===== config.mk =====
export PLATFORM = sky130hd
export DESIGN_NAME = sle_ctrl
export DESIGN_NICKNAME = d
export VERILOG_FILES = /design/src/design/sle_pkg.sv /design/src/design/sle_ctrl.sv
export VERILOG_INCLUDE_DIRS = /design/src /design/src/design
export SDC_FILE = /design/constraint.sdc
export NUM_CORES = 1
export LEC_CHECK = 0
export BUFFER_PORTS_ARGS = -buffer_cell sky130_fd_sc_hd__buf_2
export CAP_MARGIN = 20
export CORE_AREA = 3 3 40 42
export DETAILED_ROUTE_END_ITERATION = 10
export DIE_AREA = 0 0 43 45
export PLACE_DENSITY = 0.4
export RECOVER_POWER = 50
export SYNTH_ARGS = -nofsm -noshare
export SYNTH_HDL_FRONTEND = slang
export SYNTH_SLANG_ARGS = --single-unit

===== constraint.sdc =====
create_clock -name aclk -period 1 [get_ports aclk]
set_input_delay 0.05 -clock aclk [delete_from_list [all_inputs] [get_ports aclk]]
set_output_delay 0.05 -clock aclk [all_outputs]
set_load 0.005 [all_outputs]

===== src/design/sequential_list_engine_assert.svh =====
// assertion macros shared by the list engine modules
`ifndef SEQUENTIAL_LIST_ENGINE_ASSERT_SVH
`define SEQUENTIAL_LIST_ENGINE_ASSERT_SVH

`ifndef SYNTHESIS

// same-cycle implication, checked outside reset
`define SLE_ASSERT_IMP(lbl, clk, rstn, ante, cons, msg) \
    lbl: assert property (@(posedge clk) disable iff (!rstn) (ante) |-> (cons)) \
        else $error(msg);

// next-cycle implication, checked outside reset
`define SLE_ASSERT_NXT(lbl, clk, rstn, ante, cons, msg) \
    lbl: assert property (@(posedge clk) disable iff (!rstn) (ante) |=> (cons)) \
        else $error(msg);

`else

`define SLE_ASSERT_IMP(lbl, clk, rstn, ante, cons, msg)
`define SLE_ASSERT_NXT(lbl, clk, rstn, ante, cons, msg)

`endif

`endif


===== src/design/sle_pkg.sv =====
`default_nettype none

package sle_pkg;

    typedef enum logic [1:0] {
        FUNC_READ   = 2'd0,
        FUNC_FIND   = 2'd1,
        FUNC_INSERT = 2'd2,
        FUNC_DELETE = 2'd3
    } func_t;

    typedef enum logic [1:0] {
        STATUS_OK    = 2'd0,
        STATUS_RANGE = 2'd1,
        STATUS_FULL  = 2'd2
    } status_t;

    localparam int unsigned POS_W = 11;
    localparam int unsigned VAL_W = 32;

    typedef struct packed {
        func_t                    func;
        logic [POS_W-1:0]         position;
        logic signed [VAL_W-1:0]  value;
    } sle_req_t;

    typedef struct packed {
        status_t                  status;
        logic [POS_W-1:0]         found_position;
        logic signed [VAL_W-1:0]  read_value;
        logic [POS_W-1:0]         current_length;
    } sle_rsp_t;

    // controller to datapath
    typedef struct packed {
        logic start;
        logic step;
        logic finish;
    } sle_cmd_t;

    // datapath to controller
    typedef struct packed {
        logic walk_done;
        logic out_busy;
    } sle_sts_t;

endpackage

`default_nettype wire


===== src/design/sle_ctrl.sv =====
`default_nettype none

`include "sequential_list_engine_assert.svh"

module sle_ctrl
    import sle_pkg::*;
(
    input  wire logic     aclk,
    input  wire logic     aresetn,
    input  wire logic     s_valid,
    output logic          s_ready,
    input  wire sle_sts_t sts,
    output sle_cmd_t      cmd
);

    typedef enum logic [2:0] {
        S_IDLE = 3'b001,
        S_WALK = 3'b010,
        S_DONE = 3'b100
    } state_t;

    state_t state_reg;
    state_t state_next;

    always_comb begin
        state_next = state_reg;
        cmd        = '0;
        s_ready    = 1'b0;
        unique case (state_reg)
            S_IDLE: begin
                s_ready = 1'b1;
                if (s_valid) begin
                    cmd.start  = 1'b1;
                    state_next = S_WALK;
                end
            end
            S_WALK: begin
                cmd.step = 1'b1;
                if (sts.walk_done) begin
                    state_next = S_DONE;
                end
            end
            S_DONE: begin
                // wait for the output register to free up
                if (!sts.out_busy) begin
                    cmd.finish = 1'b1;
                    state_next = S_IDLE;
                end
            end
            default: begin
                state_next = S_IDLE;
            end
        endcase
    end

    always_ff @(posedge aclk) begin
        if (!aresetn) begin
            state_reg <= S_IDLE;
        end else begin
            state_reg <= state_next;
        end
    end

    `SLE_ASSERT_NXT(a_start_walk, aclk, aresetn, cmd.start, state_reg == S_WALK, "start did not enter walk")
    `SLE_ASSERT_IMP(a_finish_free, aclk, aresetn, cmd.finish, !sts.out_busy, "finish while output held")
    `SLE_ASSERT_IMP(a_ready_idle, aclk, aresetn, s_ready, state_reg == S_IDLE, "ready outside idle")

endmodule

`default_nettype wire


# Word-level counts from Yosys, hierarchy flattened
# Index checks and enable logic that the tools add are counted.
# totals
regBits	3
inputBits	5
out_inout_bits	4
# op_classes
eq_ne	6
mux	10
reduce_logical	1
# op_table
operator	n
$mux W3	3
$pmux W3 S3	1
$mux W1	6
$ne A2 B2 Y1 const B	3
$eq A3 B1 Y1 const B	1
$eq A3 B2 Y1 const B	1
$eq A3 B3 Y1 const B	1
$reduce_and A3 Y1	1

# Depth between registers and ports, before layout
# Gate-level depths: netlist (run 1).
# depth
depth_word	3
mapped_depth	2

# Least setup slack after synthesis (run 1)
# No wires, ideal clock.
# synth_path
path_kind	register to register
from	register state_reg[1]
to	register state_reg[0]
setup_time_ns	0.087
t_arrival_ns	0.842
slack_ns	0.071
path_stages_with_launch	3
n_path_buf	0
synth_period_minus_slack_ns	0.929
cell_sequence	dfxtp_1 -> and4bb_2 -> o31ai_1
# synth_between
elab_chain_len	3
word_cells_on_any_way	8
# synth_lines
element	line	text
from (decl)	sle_ctrl.sv:22	state_t state_reg;
from (signal assigned)	sle_ctrl.sv:60	state_reg <= state_next;
$eq A3 B2 Y1 (tied with other cells)	sle_ctrl.sv:29	unique case (state_reg)
$ne A2 B2 Y1 (no source line)	n/a	
$reduce_and A3 Y1 (no source line)	n/a	
# Several ways; a longest one is shown, not always the timed one.
# A chain may end at the register's enable or synchronous reset.

==> results.md, run 1 <==
* Post-synthesis mux area share at 0%
* Syn_area_per_cell at 10.0 um^2
* CTS Hold Bufs at 0
* CTS HTree Levels at 1
* Synthesized instance count at 17
* Site Rows at 13
* RSZ-0062 raised after global routing: true
* Seq cells post-synth at 3
* DR vias/cell at 4.20
* Outcome: complete, but fails checks
* Critical path peak fanout at 7
* Adder-cell area share of the yosys netlist at 0%
* WS Path Type: flip-flop to output pin
* CTS tree: built
* Largest net degree at the start of global routing at 9
* Average wire per cell in the routed design at 12.0 um
* Cell area after synthesis at 170 um^2
* Ys flop type: dfxtp_1
* Core box area at 1280 um^2
* Final setup vio count at 4
* Root buffer cell: clkbuf_4
* Register area at 71.3 um^2
* Share of cells above drive strength 1 at 66.7%
* Tcrit/Tclk final at 107%
* Die X at 43 um
* Die Height at 45 um
* PortBufs at 8
* Setup crit end kind: output pin
* Die area at 1940 um^2
* Failing checks: setup timing
* Clock slew at reported path FFs at 0.04 ns
* Fin crit period at 1.07 ns
* Main area contributors after synthesis: dfxtp_1 (35%), and4bb_2 (15%), nand3b_1 (13%)
* Worst Hold Class: input pin to flip-flop
* Syn. warnings at 0
* Static Leak at 0.115 nW
* Worst slew pin tran at 0.182 ns
* Routed wire length at 539 um
* Max_slew headroom at 87.8%
* Global-route wire length before repair at 883 um
* Max VDD drop at 0.300 mV
* Reg2reg setup slack at -0.01 ns
* Critical Path Max Stage Delay at 0.36 ns
* Later-pin clock latency in the skew report at 0.23 ns
* I/O Pins at 9
* Fin. max-slew vios at 0
* Slowest CP cell: dfxtp_4
* Max Fclk at 0.937 GHz
* Synth area leader: dfxtp_1
* Initial Utilization at 13.2%
* DRC Markers at 0
* Grt ovf at 0
* Compound-Gate Fraction of Synth Area at 10.3%
* GP Congestion at 0.701
* Fill cells at 152
* Routed via count at 189
* N_diodes at 0
* Top cell type's share of synthesized area at 35.3%
* Remaining antenna violation count at 0
* Vias in the first global route at 208
* Max-cap violation count at 0
* Startpoint Class: flip-flop
* XOR/XNOR Fraction of Synth Area at 0%
* Critical Path RT at 0.95 ns
* CTS sink cnt at 3
* Skew final at 0.00497 ns
* Overall power at 414 uW
* Hold slack at 0.0336 ns
* Area Overhead vs Synth at 79.4%
* Cts bufs inserted at 3
* EDFF count, synth at 0
* CP Data Arrival Time at 1.02 ns
* Largest family of logic cells by synthesized area: simple AND/OR/NAND/NOR gates
* Net count after synthesis at 22
* Seq/Total Area, Yosys at 35.3%
* Tot GR Track Use at 6.58%
* Pwr/cell area at 1360 nW/um^2
* Max reg flops at 3
* Synth cell count leaders: dfxtp_1 (3), nand3b_1 (3)
* First-pass DRT Iterations at 4
* Footprint of the multi-input gates at 135 um^2
* Final hold vios at 0
* Drt initial violations at 3
* Crit path cell chain: and4bb_2 -> buf_6
* Yosys cell types at 9
* Total Nets Final at 36
* Setup TNS at -0.115 ns
* Area share of and/or/nand/nor cells after synthesis at 54.4%
* CTS max path bufs at 2
* Initial antenna violation count at 0
* Async SR Flop Fraction at 0%
* Final worst setup slack at -0.0673 ns
-- critical path: cells and delay by family, from the launching register on --
| family | cells | cell delay, ns |
|---|---|---|
| DFF | 1 | 0.36 |
| and+or+nand+nor | 1 | 0.32 |
| buffers and inverters | 1 | 0.10 |
-- placed cells by master, fill, tap and decap left out, drive strengths merged --
cell type,count
or3b,1
nand2b,2
and4bb,2
o31ai,1
nor3b,2
buf,9
nand3b,3
clkbuf,4
nor4b,1
dfxtp,3
a21oi,2
-- where the power goes --
part	total (mW)	switching [mW]	internal [mW]
Clock	0.216	0.0664	0.150
Combinational	0.0597	0.0216	0.0381
Sequential	0.138	0.0148	0.123
-- routing by layer --
layer	vias to the layer above	GRT usage, %	wire (um)
met4	0	5.42	0
met2	9	7.78	236
met5	-	0	0
met1	87	7.95	244
met3	0	4.38	58
li1	93	-	-
-- area by class of cell --
type	instances	share of cell area, %
Clock buffer	4	8.61
Multi-Input combinational cell	14	44.3
Sequential cell	3	23.4
Tap cell	15	6.15
Timing Repair Buffer	9	17.6
-- through the flow --
stage / std cells / setup slack (ns) / instance area [um^2] / utilization (%)
after floorplan: 17 / 0.0713 / 170 / -
after global placement: 40 / 0.00155 / 229 / 17.8
after detailed placement: 40 / -0.0205 / 229 / 17.8
after CTS: 45 / -0.0540 / 280 / 21.8
after global routing: 45 / -0.103 / 305 / 23.8
final: 45 / -0.0673 / 305 / 23.8
-- kinds of logic after synthesis --
family,Yosys count
and+or+nand+nor,11
DFF,3
AOI/OAI and AO/OA,3
-- final timing paths --
kind,startpoint,end,cells after the start
max reg2reg,state_reg[1],state_reg[0],3
max,state_reg[1],cmd[2],2
min reg2reg,state_reg[0],state_reg[1],2
min,aresetn,state_reg[0],2
-- repair_timing --
item | CTS | global route
gates resized for setup | 6 | 5
setup endpoints to repair | 6 | 5
setup buffers | 1 | 0
gates cloned | 0 | 0
pin swaps | 2 | 1
(Power assumes the default switching activity.)
==> inputs of run 2 (changes only) <==
--- a/config.mk
+++ b/config.mk
@@ -9,6 +9,7 @@
 export BUFFER_PORTS_ARGS = -buffer_cell sky130_fd_sc_hd__buf_2
 export CAP_MARGIN = 20
 export CORE_AREA = 3 3 40 42
+export CTS_BUF_LIST = sky130_fd_sc_hd__clkbuf_4 sky130_fd_sc_hd__clkbuf_8
 export DETAILED_ROUTE_END_ITERATION = 10
 export DIE_AREA = 0 0 43 45
 export PLACE_DENSITY = 0.4
==> run 2 against run 1 <==
  * The run still ends with setup timing left
  * Total power grew 6.4%
  * Non-clock buffer count did not move
  * Worst setup slack got worse by 0.0011 ns
  * Clock skew is essentially flat
  * Die area unchanged
  * First-iteration DRC count decreased by 67%
  * Clock-buffer cell count is the same
  * Critical path type unchanged
  * Sequential cell count unchanged
  * Register-to-register slack about the same
==> results.md, run 2 (synthesis gave the netlist of run 1 again) <==
* Outcome: complete, but fails checks
* Failing checks: setup timing
* First-pass DRT Iterations at 4
* Startpoint Class: flip-flop
* Final setup vio count at 4
* Die X at 43 um
* Final core occ at 24.1%
* Die area at 1940 um^2
* Initial Utilization at 13.2%
* Total Nets Final at 36
* Fin. max-slew vios at 0
* Max-cap violation count at 0
* Skew final at 0.00459 ns
* Die Height at 45 um
* N_diodes at 0
* Routed via count at 186
* Setup crit end kind: output pin
* Fin crit period at 1.07 ns
* DRC Markers at 0
* Drt initial violations at 1
* CTS sink cnt at 3
* Pwr/cell area at 1430 nW/um^2
* Root buffer cell: clkbuf_4
* I/O Pins at 9
* Pre-CTS setup slack at -0.0205 ns
* Worst slew pin tran at 0.180 ns
* Critical path peak fanout at 7
* Cts bufs inserted at 3
* Global-route wire length before repair at 897 um
* GP Congestion at 0.701
* Commonest non-fill, non-tap cell in the layout: buf_2
* CP Data Arrival Time at 1.02 ns
* DR vias/cell at 4.13
* Remaining antenna violation count at 0
* Initial antenna violation count at 0
* Clock slew at reported path FFs at 0.04 ns
* Hold slack at 0.0322 ns
* Tot GR Track Use at 6.83%
* WS Path Type: flip-flop to output pin
* Max VDD drop at 0.363 mV
* Most frequent cells in the layout: buf_2 (7), clkbuf_4 (4), nand3b_1 (3), dfxtp_4 (3)
* CTS max path bufs at 2
* Routed wire length at 538 um
* Tcrit/Tclk final at 107%
* PortBufs at 8
* Worst Hold Class: input pin to flip-flop
* Final hold vios at 0
* Final worst setup slack at -0.0684 ns
* Max reg flops at 3
* Average wire per cell in the routed design at 12.0 um
* Max Fclk at 0.936 GHz
* Site Rows at 13
* RSZ-0062 raised after global routing: true
* Area Overhead vs Synth at 81.6%
* Vias in the first global route at 216
* CTS tree: built
* Later-pin clock latency in the skew report at 0.23 ns
* CTS HTree Levels at 1
* Max_slew headroom at 87.9%
* Share of cells above drive strength 1 at 70.0%
* Largest net degree at the start of global routing at 9
* Critical Path RT at 0.95 ns
* Static Leak at 0.118 nW
* Core box area at 1280 um^2
* CTS Hold Bufs at 0
* Inst Count DP at 40
* Overall power at 441 uW
* Fin cells at 45
* Grt ovf at 0
## run 2: cell count changes in the layout (fill, tap and decap cells not counted)
cell / previous run / this run
clkbuf_4: 3 / 4
clkbuf_1: 1 / 0
## run 2: layout make-up
type / instances / area, um^2
well taps: 15 / 18.8
repair buffers: 9 / 53.8
fillers: 152 / 976
multi-input cells: 14 / 135
flip-flops and latches: 3 / 71.3
clock buffers: 4 / 30.0
## run 2: repair_timing
item / CTS / global route
endpoints found under the setup margin: 6 / 5
resized for setup: 6 / 5
hold endpoints to repair: 0 / 0
pin swaps: 2 / 1
setup buffers: 1 / 0
## run 2: power breakdown
group          internal, mW  switching, mW  leakage [nW]
logic                0.0381         0.0216        0.0734
clock network         0.177         0.0659        0.0184
registers             0.123         0.0148        0.0261
## run 2: final timing paths
path | end | startpoint | slack, ns | cells past startpoint
min reg2reg | state_reg[1] | state_reg[0] | 0.54 | 2
max reg2reg | state_reg[0] | state_reg[1] | -0.01 | 3
max | cmd[2] | state_reg[1] | -0.07 | 2
min | state_reg[0] | aresetn | 0.03 | 2
## run 2: metrics by stage
| stage | setup TNS (ns) | area (um^2) |
|---|---|---|
| after floorplan | 0 | 170 |
| after global placement | 0 | 229 |
| after detailed placement | -0.0205 | 229 |
| after CTS | -0.110 | 284 |
| after global routing | -0.358 | 309 |
| final | -0.120 | 309 |
## run 2: routing by layer
layer	global-route usage [%]	part of all wire, %	vias to the layer above
met4	7.23	0	0
met1	7.95	44	84
li1	-	-	93
met3	4.38	11	0
met5	0	0	-
met2	7.78	45	9
## run 2: critical path: stages (launching register included)
cell and delay (ns):
dfxtp_4 0.36, and4bb_2 0.32, buf_6 0.10
